**src/rtl/core/stlb_pkg.sv**
```systemverilog
`timescale 1ns / 1ps
// ----------------------------------------------------------------------------
// stlb_pkg
// Shared types and codes for the segmented TLB / LRU paging block.
// ----------------------------------------------------------------------------
package stlb_pkg;

    localparam int SEG_COUNT  = 3;
    localparam int SEG_W      = 2;
    localparam int PAGE_W     = 8;
    localparam int BYTES_W    = 18;
    localparam int TIME_W     = 48;
    localparam int CNT_W      = 32;
    localparam int DELAY_W    = 40;
    localparam int OUTCOME_W  = 3;
    localparam int SLOT_W     = 6;
    localparam int CFG_ADDR_W = 2;
    localparam int S_DATA_W   = 16;
    localparam int M_DATA_W   = 192;

    // page size in bytes; a power of two so the page count is a shift
    localparam int PAGE_BYTES = 1024;

    // configuration register indexes
    localparam logic [CFG_ADDR_W-1:0] CFG_SEG0 = 2'd0;
    localparam logic [CFG_ADDR_W-1:0] CFG_SEG1 = 2'd1;
    localparam logic [CFG_ADDR_W-1:0] CFG_SEG2 = 2'd2;

    // outcome codes
    localparam logic [OUTCOME_W-1:0] OC_INVALID    = 3'd0;
    localparam logic [OUTCOME_W-1:0] OC_TLB_HIT    = 3'd1;
    localparam logic [OUTCOME_W-1:0] OC_TLB_MISS   = 3'd2;
    localparam logic [OUTCOME_W-1:0] OC_FAULT_FREE = 3'd3;
    localparam logic [OUTCOME_W-1:0] OC_FAULT_EVICT = 3'd4;

    localparam logic [SEG_W-1:0] SEG_INVALID = 2'd3;

    // controller to datapath
    typedef struct packed {
        logic load;
        logic scan;
        logic update;
        logic emit;
    } t_cmd;

    // datapath to controller
    typedef struct packed {
        logic scan_done;
        logic out_free;
    } t_sts;

endpackage

```
**src/rtl/core/stlb_ctrl.sv**
```systemverilog
`timescale 1ns / 1ps
// ----------------------------------------------------------------------------
// stlb_ctrl
// Sequencer: take a word, scan TLB and frame table, update, emit result.
// ----------------------------------------------------------------------------
module stlb_ctrl (
    input  logic          i_clk,
    input  logic          i_rst_n,
    input  logic          i_s_tvalid,
    output logic          o_s_tready,
    input  stlb_pkg::t_sts i_sts,
    output stlb_pkg::t_cmd o_cmd
);
    localparam logic [1:0] ST_IDLE   = 2'd0;
    localparam logic [1:0] ST_SCAN   = 2'd1;
    localparam logic [1:0] ST_UPDATE = 2'd2;
    localparam logic [1:0] ST_EMIT   = 2'd3;

    logic [1:0] r_state;
    logic [1:0] n_state;

    // next state
    always_comb begin
        n_state = r_state;
        unique case (r_state)
            ST_IDLE:   if (i_s_tvalid) n_state = ST_SCAN;
            ST_SCAN:   if (i_sts.scan_done) n_state = ST_UPDATE;
            ST_UPDATE: n_state = ST_EMIT;
            ST_EMIT:   if (i_sts.out_free) n_state = ST_IDLE;
            default:   n_state = ST_IDLE;
        endcase
    end

    always_ff @(posedge i_clk) begin
        if (!i_rst_n) begin
            r_state <= ST_IDLE;
        end else begin
            r_state <= n_state;
        end
    end

    // commands
    assign o_s_tready   = (r_state == ST_IDLE);
    assign o_cmd.load   = (r_state == ST_IDLE) && i_s_tvalid;
    assign o_cmd.scan   = (r_state == ST_SCAN);
    assign o_cmd.update = (r_state == ST_UPDATE);
    assign o_cmd.emit   = (r_state == ST_EMIT) && i_sts.out_free;

    a_load_to_scan: assert property (@(posedge i_clk) disable iff (!i_rst_n)
        o_cmd.load |=> r_state == ST_SCAN) else $error("load did not start scan");
    a_update_once: assert property (@(posedge i_clk) disable iff (!i_rst_n)
        o_cmd.update |=> !o_cmd.update) else $error("update repeated");
    a_emit_to_idle: assert property (@(posedge i_clk) disable iff (!i_rst_n)
        o_cmd.emit |=> r_state == ST_IDLE) else $error("emit did not return to idle");
endmodule

```
**config.mk**
```make
export PLATFORM = sky130hd
export DESIGN_NAME = stlb_ctrl
export DESIGN_NICKNAME = d
export VERILOG_FILES = /design/src/rtl/core/stlb_pkg.sv /design/src/rtl/core/stlb_ctrl.sv
export SDC_FILE = /design/constraint.sdc
export NUM_CORES = 1
export LEC_CHECK = 0
export BUFFER_PORTS_ARGS = -buffer_cell sky130_fd_sc_hd__buf_2
export CAP_MARGIN = 20
export CORE_AREA = 2 2 39 41
export CTS_CLUSTER_SIZE = 16
export DETAILED_ROUTE_END_ITERATION = 8
export DIE_AREA = 0 0 41 43
export REMOVE_ABC_BUFFERS = 1
export SLEW_MARGIN = 10
export SYNTH_ARGS = -nofsm -noshare
export SYNTH_HDL_FRONTEND = slang
export SYNTH_SLANG_ARGS = --single-unit
```
**constraint.sdc**
```tcl
create_clock -name i_clk -period 1.7 [get_ports i_clk]
set_input_delay 0.255 -clock i_clk [delete_from_list [all_inputs] [get_ports i_clk]]
set_output_delay 0.255 -clock i_clk [all_outputs]
set_load 0.01 [all_outputs]
```
==> results.txt, run 1 <==
----------------------------------------------------
[Floorplan]
  Core outline area ... 1384 µm²
  Die height ... 43 µm
  Initial standard-cell utilization of the core ... 12.21%
  Die Area ... 1763 µm²
  Floorplan die width ... 41 µm
  IO Count ... 10
  Count of standard-cell rows ... 14

[Global routing]
  Global-route congestion overflow total ... 0
  GRT Overall Usage ... 4.905%
  Maximum number of pins on one net before global-route repair ... 5
  Antenna violations before repair ... 0
  Wire length of the first global-routing pass ... 489 µm
  Via count of the first global-routing pass ... 132

[Final layout]
  Post-layout instance count excluding filler cells ... 48
  Core occupancy in the finished layout ... 18.54%
  Multi-input combinational cell area ... 110.1 µm²
  Number of flip-flops under the largest register name ... 2
  Area of all placed cells without fillers ... 256.5 µm²
  Count of filler cells inserted in the layout ... 155
  Largest registers ... r_state x2
  Layout area overhead ... 51.85%
  Storage cell area ... 40.04 µm²
  Most flop-heavy register ... r_state
  Commonest cells after routing, fill and taps aside ... 9 x sky130_fd_sc_hd__buf_2, 5 x sky130_fd_sc_hd__inv_1, 4 x sky130_fd_sc_hd__ha_1, 3 x sky130_fd_sc_hd__nand2_1, 3 x sky130_fd_sc_hd__clkbuf_4
  Most common cell after layout, fill and taps aside ... sky130_fd_sc_hd__buf_2
  Post-layout nets ... 43
  Diodes inserted ... 0
  Fraction of layout instances using a drive strength above 1 ... 40.63%

[Timing]
  Final period util ... 88.46%
  Worst relative slew slack ... 65.96%
  Setup skew after layout ... 0.002332 ns
  Tightest Pin Transition ... 0.5106 ns
  Max-slew violation count ... 0
  Minimum clock period after layout ... 1.504 ns
  Setup repair after global routing missed its margin ... no
  Final setup violation count ... 0
  Maximum clock rate ... 665.0 MHz
  Final hold violations ... 0
  Final sum of negative setup slack ... 0 ns

[Pwr]
  Switching power share of the total ... 39.23%
  Int Pwr ... 243.8 µW
  Clock share of power ... 25.7%
  Relative contribution of sequential cells to total power ... 22.9%
  Worst vdd rail ir drop ... 0.0005054 V
  P per Cell Area ... 1564 nW/µm²
  Sw Pwr ... 157.4 µW
  Leakage power figure ... 0.1477 nW
  Combinational fraction of design power ... 51.5%

[Worst setup path]
  Biggest fanout along the worst timing path ... 4
  Launching element type of the critical path ... register
  Critical path required time ... 1.85 ns
  Slowest stage delay, CP ... 0.50 ns
  R2R depth ... 4
  Buffers & Inverters on Critical Path ... 1
  Dominant delay contributor by cell family on the critical path ... compound AO/OA/AOI/OAI gates
  Critical path start-end classification ... reg2reg
  Critical Path AT ... 1.65 ns
  Cell-by-cell trace of the critical path ... inv_1 > ha_1 > a222oi_1 > mux2i_1
  Worst Setup End Kind ... register
  Critical-path top delay cell ... sky130_fd_sc_hd__a222oi_1
  End of the worst register-to-register path ... r_state[0]
  Slack of the worst reg-to-reg path ... 0.20 ns
  Beginning of the worst register-to-register path ... r_state[0]

[Clocking]
  Clk Latency, worst-skew pair ... 0.22 ns
  CTS tree ... yes
  Maximum level of the CTS H-tree ... 1
  Count of hold buffers inserted by post-cts repair ... 0
  Num CTS Buffers ... 3
  Post-cts resize count ... 0
  Clock Path Buffers ... 2
  Reg clk slew, reported paths ... 0.03 ns
  Number of setup buffers added after CTS ... 0
  Clock net sink count ... 2
  CTS root buf ... sky130_fd_sc_hd__clkbuf_4

[Place]
  Count of placed standard cells including taps ... 45
  Dpl cell area ... 234.0 µm²
  Final HPWL DP ... 270.4 µm
  Placer Congestion ... 0.6228
  Number of port buffers ... 9

[Synth]
  Post-synth cell types ... 9
  Synth Register Bits ... 2
  Number of warning messages in the yosys log ... 0
  Average cell area after synthesis ... 8.446 µm²
  Number of standard cells after synthesis ... 20
  Fraction of the yosys area taken by sequential cells ... 23.70%
  Post-synthesis cell area ... 168.9 µm²

[Min path]
  Launch point of the worst hold path ... i_rst_n
  Worst hold path endpoint ... r_state[1]
  Path category of the worst min-delay check ... in2reg
  Depth of the worst hold-timing path ... 3

[Routing]
  Routed length per instance ... 6.792 µm
  Final WL ... 326 µm
  Ratio of routed vias to standard cells ... 3.375
  Iteration-0 DRC count of the detailed router ... 3
  Number of detailed-route iterations in the first pass ... 4
  Via count ... 162
  # DRC ... 0
  Antenna violation net count after detailed routing ... 0

[Job]
  Count of maximum capacitance violations ... 0

[Run status]
  Status ... completed

----------------------------------------------------
-- power by group through the flow --
stage	clock network [mW]	registers (mW)	logic [mW]
floorplan	0	0.0864	0.147
global placement	0	0.0927	0.208
detailed placement	0	0.0926	0.208
CTS	0.109	0.0919	0.209
global route	0.119	0.0951	0.231
finish	0.103	0.0917	0.206
-- how the worst max path moves through the flow --
stage | startpoint | endpoint | slack (ns) | depth (start not counted)
CTS | r_state[0] | r_state[0] | 0.19 | 4
finish | r_state[0] | r_state[0] | 0.20 | 4
global placement | r_state[0] | r_state[0] | 0.20 | 4
global route | r_state[0] | r_state[0] | 0.07 | 4
detailed placement | r_state[0] | r_state[0] | 0.19 | 4
floorplan | r_state[0] | r_state[0] | 0.30 | 4
-- stage by stage --
| stage | hold WS (ns) | worst slack (ns) | power [mW] |
|---|---|---|---|
| floorplan | 0.4013 | 0.2964 | 0.2339 |
| global placement | 0.4962 | 0.1973 | 0.3005 |
| detailed placement | 0.4945 | 0.1908 | 0.3005 |
| CTS | 0.3059 | 0.1855 | 0.4105 |
| global route | 0.3161 | 0.07126 | 0.4456 |
| finish | 0.3119 | 0.1962 | 0.4012 |
-- cell type report --
| class | instances | area share, % |
|---|---|---|
| inverter | 5 | 7.317 |
| timing repair buffer | 9 | 17.56 |
| tap | 16 | 7.805 |
| multi-input combinational | 13 | 42.93 |
| clock buffer | 3 | 8.780 |
| sequential | 2 | 15.61 |
-- worst min-delay path, cell delays in order --
cell and delay, ns:
sky130_fd_sc_hd__buf_2 0.11, sky130_fd_sc_hd__nand2_1 0.06, sky130_fd_sc_hd__mux2i_1 0.05
-- cells in the mapped netlist --
master | n | area [µm²]
sky130_fd_sc_hd__inv_1 | 5 | 18.77
sky130_fd_sc_hd__o21ai_0 | 1 | 5.000
sky130_fd_sc_hd__and2_1 | 1 | 6.260
sky130_fd_sc_hd__nand2_1 | 3 | 11.26
sky130_fd_sc_hd__a222oi_1 | 1 | 10.01
sky130_fd_sc_hd__and2_2 | 1 | 7.510
sky130_fd_sc_hd__dfxtp_1 | 2 | 40.04
sky130_fd_sc_hd__mux2i_1 | 2 | 20.02
sky130_fd_sc_hd__ha_1 | 4 | 50.05
-- routing by layer --
metal  vias to the layer above  global-route usage (%)  part of all wire (%)
met5                         -                       0                     0
met4                         0                   4.000                     0
met3                         0                   6.283                    16
met2                        12                   4.375                    26
met1                        62                   5.414                    58
li1                         88                       -                     -
-- logic make-up (layout without fill, tap and decap cells) --
group                      count (synthesis)  count (layout)  share of synthesized area [%]
and+or+nand+nor                            5               5                          14.82
buffers and inverters                      5              17                          11.11
adders and majority gates                  4               4                          29.63
AOI/OAI and AO/OA                          2               2                          8.886
muxes                                      2               2                          11.85
DFF                                        2               2                          23.70
No activity file was read; power rests on OpenSTA's default activity.
==> inputs of run 2 (changes only) <==
==> constraint.sdc (replaced) <==
create_clock -name i_clk -period 1.9 [get_ports i_clk]
set_input_delay 0.38 -clock i_clk [delete_from_list [all_inputs] [get_ports i_clk]]
set_output_delay 0.38 -clock i_clk [all_outputs]
set_load 0.01 [all_outputs]
==> results.txt, run 2 (synthesis gave the netlist of run 1 again) <==
----------------------------------------------------
[Global routing]
  Maximum number of pins on one net before global-route repair ... 5 (unchanged)
  Antenna violations before repair ... 0 (unchanged)
  Wire length of the first global-routing pass ... 469 µm (-4.1%)
  Via count of the first global-routing pass ... 141 (+6.8%)
  GRT Overall Usage ... 4.705% (-0.20 points)
  Global-route congestion overflow total ... 0 (unchanged)

[Final layout]
  Layout area overhead ... 51.85% (unchanged)
  Commonest cells after routing, fill and taps aside ... 9 x sky130_fd_sc_hd__buf_2, 5 x sky130_fd_sc_hd__inv_1, 4 x sky130_fd_sc_hd__ha_1, 3 x sky130_fd_sc_hd__nand2_1, 3 x sky130_fd_sc_hd__clkbuf_4
  Fraction of layout instances using a drive strength above 1 ... 40.63% (unchanged)
  Post-layout nets ... 43 (unchanged)
  Diodes inserted ... 0 (unchanged)
  Core occupancy in the finished layout ... 18.54% (unchanged)
  Number of flip-flops under the largest register name ... 2 (unchanged)
  Most common cell after layout, fill and taps aside ... sky130_fd_sc_hd__buf_2
  Largest registers ... r_state x2
  Most flop-heavy register ... r_state

[Place]
  Final HPWL DP ... 308.5 µm (+14%)
  Number of port buffers ... 9 (unchanged)
  Placer Congestion ... 0.6204 (-0.39%)

[Pwr]
  Final Total Pwr ... 359.2 µW (-10%)
  Worst vdd rail ir drop ... 0.0003455 V (-32%)
  Int Pwr ... 217.3 µW (-11%)
  Combinational fraction of design power ... 51.5% (about the same)
  Sw Pwr ... 142.0 µW (-9.8%)
  Switching power share of the total ... 39.52% (+0.29 points)
  P per Cell Area ... 1401 nW/µm² (-10%)
  Relative contribution of sequential cells to total power ... 22.9% (about the same)
  Clock share of power ... 25.6% (about the same)
  Leakage power figure ... 0.1477 nW (unchanged)

[Clocking]
  Post-cts resize count ... 0 (unchanged)
  Count of hold buffers inserted by post-cts repair ... 0 (unchanged)
  CTS root buf ... sky130_fd_sc_hd__clkbuf_4
  Reg clk slew, reported paths ... 0.03 ns (about the same)
  Clock Path Buffers ... 2 (unchanged)
  Number of setup buffers added after CTS ... 0 (unchanged)
  Clk Latency, worst-skew pair ... 0.22 ns (about the same)
  Maximum level of the CTS H-tree ... 1 (unchanged)
  CTS tree ... yes
  Num CTS Buffers ... 3 (unchanged)
  Clock net sink count ... 2 (unchanged)

[Timing]
  Minimum clock period after layout ... 1.551 ns
  Tightest Pin Transition ... 0.4866 ns (-0.02400 ns)
  Final sum of negative setup slack ... 0 ns (unchanged)
  Worst-case hold slack ... 0.4609 ns (+0.1490 ns)
  Setup repair after global routing missed its margin ... no
  Maximum clock rate ... 644.6 MHz
  Final setup violation count ... 0 (unchanged)
  Worst relative slew slack ... 67.56% (+1.6 points)
  Max-slew violation count ... 0 (unchanged)
  Final hold violations ... 0 (unchanged)
  Setup skew after layout ... 0.0004155 ns (-0.001916 ns)
  Final period util ... 81.65%

[Routing]
  Final WL ... 380 µm (+17%)
  Ratio of routed vias to standard cells ... 3.292 (-2.5%)
  # DRC ... 0 (unchanged)
  Met2 wire length ... 142 µm (+67%)
  Antenna violation net count after detailed routing ... 0 (unchanged)
  Sum of met3 wire segment lengths after detailed routing ... 62 µm (+19%)
  Top layer used by detailed routing ... met3
  Via count ... 158 (-2.5%)
  Iteration-0 DRC count of the detailed router ... 9 (+6)
  Routed length per instance ... 7.917 µm (+17%)
  Number of detailed-route iterations in the first pass ... 4 (unchanged)
  Metal1 wirelength ... 176 µm (-6.4%)

[Floorplan]
  Floorplan die width ... 41 µm (unchanged)
  Count of standard-cell rows ... 14 (unchanged)
  Core outline area ... 1384 µm² (unchanged)
  Initial standard-cell utilization of the core ... 12.21% (unchanged)
  Die Area ... 1763 µm² (unchanged)
  IO Count ... 10 (unchanged)
  Die height ... 43 µm (unchanged)

[Worst setup path]
  Buffers & Inverters on Critical Path ... 2 (+1)
  Dominant delay contributor by cell family on the critical path ... flip-flops
  Slowest stage delay, CP ... 0.37 ns (-0.13 ns)
  Critical path required time ... 1.52 ns (-0.33 ns)
  Cell-by-cell trace of the critical path ... inv_1 > ha_1 > and2_1 > buf_2
  Critical-path top delay cell ... sky130_fd_sc_hd__dfxtp_1
  Worst Setup End Kind ... output port
  Biggest fanout along the worst timing path ... 4 (unchanged)
  Critical Path AT ... 1.17 ns (-0.48 ns)
  Launching element type of the critical path ... register
  Critical path start-end classification ... reg2out

[Min path]
  Path category of the worst min-delay check ... in2reg

[Run status]
  Status ... completed

[Job]
  Count of maximum capacitance violations ... 0 (unchanged)

----------------------------------------------------
## run 2: cell counts in the layout (fill, tap and decap cells not counted)
No cell type changed its count.
## run 2: final timing paths
check,slack [ns],depth (start not counted),startpoint,to
max,0.35,4,r_state[0],o_cmd[3]
min,0.46,3,i_rst_n,r_state[0]
max reg2reg,0.39,4,r_state[0],r_state[1]
min reg2reg,0.51,2,r_state[0],r_state[0]
## run 2: power by group through the flow
| stage | Sequential [mW] | Clock (mW) | Combinational, mW |
|---|---|---|---|
| finish | 0.0823 | 0.0921 | 0.185 |
| global route | 0.0849 | 0.102 | 0.206 |
| CTS | 0.0821 | 0.100 | 0.189 |
| detailed placement | 0.0828 | 0 | 0.188 |
| global placement | 0.0799 | 0 | 0.190 |
| floorplan | 0.0773 | 0 | 0.132 |
## run 2: stage by stage
step | setup slack (ns) | cell area [µm²] | instances
global placement | 0.4370 | 234.0 | 45
global route | 0.2916 | 256.5 | 48
CTS | 0.3312 | 256.5 | 48
floorplan | 0.4964 | 168.9 | 20
finish | 0.3487 | 256.5 | 48
detailed placement | 0.3843 | 234.0 | 45
## run 2: cell type report
cell class	count	area, µm²
Tap cell	16	20.02
Sequential cell	2	40.04
Multi-Input combinational cell	13	110.1
Clock buffer	3	22.52
Fill cell	157	1127
Inverter	5	18.77
Timing Repair Buffer	9	45.04
## run 2: layer usage
layer	global-route usage [%]	vias to the layer above
li1	-	87
met1	5.096	61
met2	4.375	10
met3	2.618	0
met4	8.000	0
met5	0	-
## run 2: tightest hold or removal path: cells and delay by family
kind	cells	cell delay, ns
buffers and inverters	1	0.12
AND/OR/NAND/NOR	1	0.06
multiplexers	1	0.06
==> inputs of run 3 (changes only) <==
- clock period: 1.9 -> 1.43 ns (I/O delays scaled with it)
==> results.txt, run 3 (synthesis gave the netlist of run 1 again) <==
----------------------------------------------------
[Floorplan]
  Count of standard-cell rows ... 14 (unchanged)
  IO Count ... 10 (unchanged)
  Floorplan die width ... 41 µm (unchanged)
  Die Area ... 1763 µm² (unchanged)
  Initial standard-cell utilization of the core ... 12.21% (unchanged)
  Die height ... 43 µm (unchanged)
  Core outline area ... 1384 µm² (unchanged)

[Final layout]
  Number of flip-flops under the largest register name ... 2 (unchanged)
  Post-layout instance count excluding filler cells ... 53 (+10%)
  Count of filler cells inserted in the layout ... 150 (-4.5%)
  Most common cell after layout, fill and taps aside ... sky130_fd_sc_hd__buf_2
  Commonest cells after routing, fill and taps aside ... 8 x sky130_fd_sc_hd__buf_2, 4 x sky130_fd_sc_hd__buf_4, 3 x sky130_fd_sc_hd__nand2_1, 3 x sky130_fd_sc_hd__inv_1, 3 x sky130_fd_sc_hd__clkbuf_4
  Diodes inserted ... 0 (unchanged)
  Core occupancy in the finished layout ... 23.96% (+5.4 points)
  Layout area overhead ... 96.30%
  Post-layout nets ... 48 (+12%)
  Fraction of layout instances using a drive strength above 1 ... 64.86% (+24 points)
  Most flop-heavy register ... r_state
  Largest registers ... r_state x2

[Place]
  Count of placed standard cells including taps ... 47 (+4.4%)
  Placer Congestion ... 0.6207 (about the same)
  Final HPWL DP ... 310.6 µm (+0.68%)
  Number of port buffers ... 9 (unchanged)

[Global routing]
  Via count of the first global-routing pass ... 194 (+38%)
  Global-route congestion overflow total ... 0 (unchanged)
  Wire length of the first global-routing pass ... 648 µm (+38%)
  GRT Overall Usage ... 5.912% (+1.2 points)
  Antenna violations before repair ... 0 (unchanged)
  Maximum number of pins on one net before global-route repair ... 5 (unchanged)

[Routing]
  Antenna violation net count after detailed routing ... 0 (unchanged)
  # DRC ... 0 (unchanged)
  Final WL ... 453 µm (+19%)
  Ratio of routed vias to standard cells ... 3.604 (+9.5%)
  Routed length per instance ... 8.547 µm (+8.0%)
  Number of detailed-route iterations in the first pass ... 4 (unchanged)
  Iteration-0 DRC count of the detailed router ... 1 (-8)
  Via count ... 191 (+21%)

[Pwr]
  Combinational fraction of design power ... 66.1% (+15 points)
  Switching power share of the total ... 36.65% (-2.9 points)
  Relative contribution of sequential cells to total power ... 15.4% (-7.5 points)
  Int Pwr ... 425.6 µW (+96%)
  Sw Pwr ... 246.2 µW (+73%)
  P per Cell Area ... 2026 nW/µm² (+45%)
  Leakage power figure ... 0.1737 nW (+18%)
  Final Total Pwr ... 671.8 µW (+87%)
  Clock share of power ... 18.5% (-7.1 points)
  Worst vdd rail ir drop ... 0.0005079 V (+47%)

[Timing]
  Minimum clock period after layout ... 1.395 ns
  Maximum clock rate ... 716.6 MHz
  Setup repair after global routing missed its margin ... no
  Final period util ... 97.58%
  Tightest Pin Transition ... 0.2744 ns (-0.2122 ns)
  Final sum of negative setup slack ... 0 ns (unchanged)
  Worst-case hold slack ... 0.3404 ns (-0.1205 ns)
  Worst relative slew slack ... 81.71% (+14 points)
  Max-slew violation count ... 0 (unchanged)
  Setup skew after layout ... 0.0005445 ns (+0.0001289 ns)
  Final hold violations ... 0 (unchanged)
  Final setup violation count ... 0 (unchanged)

[Worst setup path]
  Beginning of the worst register-to-register path ... r_state[0]
  Cell-by-cell trace of the critical path ... buf_4 > ha_4 > and2_2 > buf_6
  Dominant delay contributor by cell family on the critical path ... flip-flops
  Worst Setup End Kind ... output port
  Critical path required time ... 1.14 ns (-0.38 ns)
  Biggest fanout along the worst timing path ... 3 (-1)
  Slowest stage delay, CP ... 0.31 ns (-0.06 ns)
  R2R depth ... 5 (+1)
  Launching element type of the critical path ... register
  End of the worst register-to-register path ... r_state[0]
  Critical path start-end classification ... reg2out
  Slack of the worst reg-to-reg path ... 0.10 ns (-0.29 ns)
  Critical-path top delay cell ... sky130_fd_sc_hd__dfxtp_2
  Buffers & Inverters on Critical Path ... 2 (unchanged)
  Critical Path AT ... 1.11 ns (-0.06 ns)

[Clocking]
  Clk Latency, worst-skew pair ... 0.22 ns (about the same)
  Clock Path Buffers ... 2 (unchanged)
  CTS root buf ... sky130_fd_sc_hd__clkbuf_4
  Reg clk slew, reported paths ... 0.03 ns (about the same)
  Count of hold buffers inserted by post-cts repair ... 0 (unchanged)
  Maximum level of the CTS H-tree ... 1 (unchanged)
  Clock net sink count ... 2 (unchanged)
  Num CTS Buffers ... 3 (unchanged)
  CTS tree ... yes

[Min path]
  Worst hold path endpoint ... r_state[1]
  Path category of the worst min-delay check ... in2reg
  Launch point of the worst hold path ... i_rst_n
  Depth of the worst hold-timing path ... 3 (unchanged)

[Run status]
  Status ... completed

[Job]
  Count of maximum capacitance violations ... 0 (unchanged)

----------------------------------------------------
run 3: how the worst max path moves through the flow:
stage | start | endpoint | slack (ns) | cells after the start
final | r_state[0] | o_cmd[0] | 0.03 | 4
after global placement | r_state[0] | r_state[1] | 0.08 | 5
after detailed placement | r_state[0] | r_state[0] | 0.05 | 5
after floorplan | r_state[0] | r_state[0] | 0.03 | 4
after CTS | r_state[0] | o_cmd[0] | 0.01 | 4
after global routing | r_state[0] | o_cmd[3] | 0.0007 | 5
run 3: area by class of cell:
class,instances,area [µm²],share of cell area (%)
inverters,5,18.77,5.660
flip-flops and latches,2,42.54,12.83
multi-input cells,13,135.1,40.75
repair buffers,14,92.59,27.92
clock buffers,3,22.52,6.792
well taps,16,20.02,6.038
run 3: power groups by stage:
stage,clock network (mW),logic (mW),registers [mW]
3_5_place_dp,0,0.300,0.109
6_report,0.124,0.444,0.103
2_1_floorplan,0,0.175,0.103
4_1_cts,0.133,0.411,0.102
5_1_grt,0.135,0.500,0.105
3_3_place_gp,0,0.299,0.106
run 3: what timing repair did:
action | in CTS | in global routing
resized for setup | 8 | 2
setup buffers | 3 | 0
endpoints found under the setup margin | 2 | 3
pin swaps | 1 | 2
run 3: worst reg2reg max path, stage by stage (launching register included):
cell	delay, ns
sky130_fd_sc_hd__dfxtp_2	0.31
sky130_fd_sc_hd__buf_4	0.15
sky130_fd_sc_hd__ha_1	0.21
sky130_fd_sc_hd__a222oi_1	0.25
sky130_fd_sc_hd__buf_4	0.18
sky130_fd_sc_hd__mux2i_1	0.16
run 3: metal layers:
layer	GRT usage [%]	wire length (µm)
met5	0	0
met4	8.000	0
met3	1.571	40
met2	7.187	212
met1	6.709	200
run 3: through the flow:
stage,worst slack (ns),cell area (µm²)
4_1_cts,0.01097,317.8
5_1_grt,0.0006630,331.6
6_report,0.03459,331.6
2_1_floorplan,0.02640,168.9
3_5_place_dp,0.05081,249.0
3_3_place_gp,0.08263,249.0
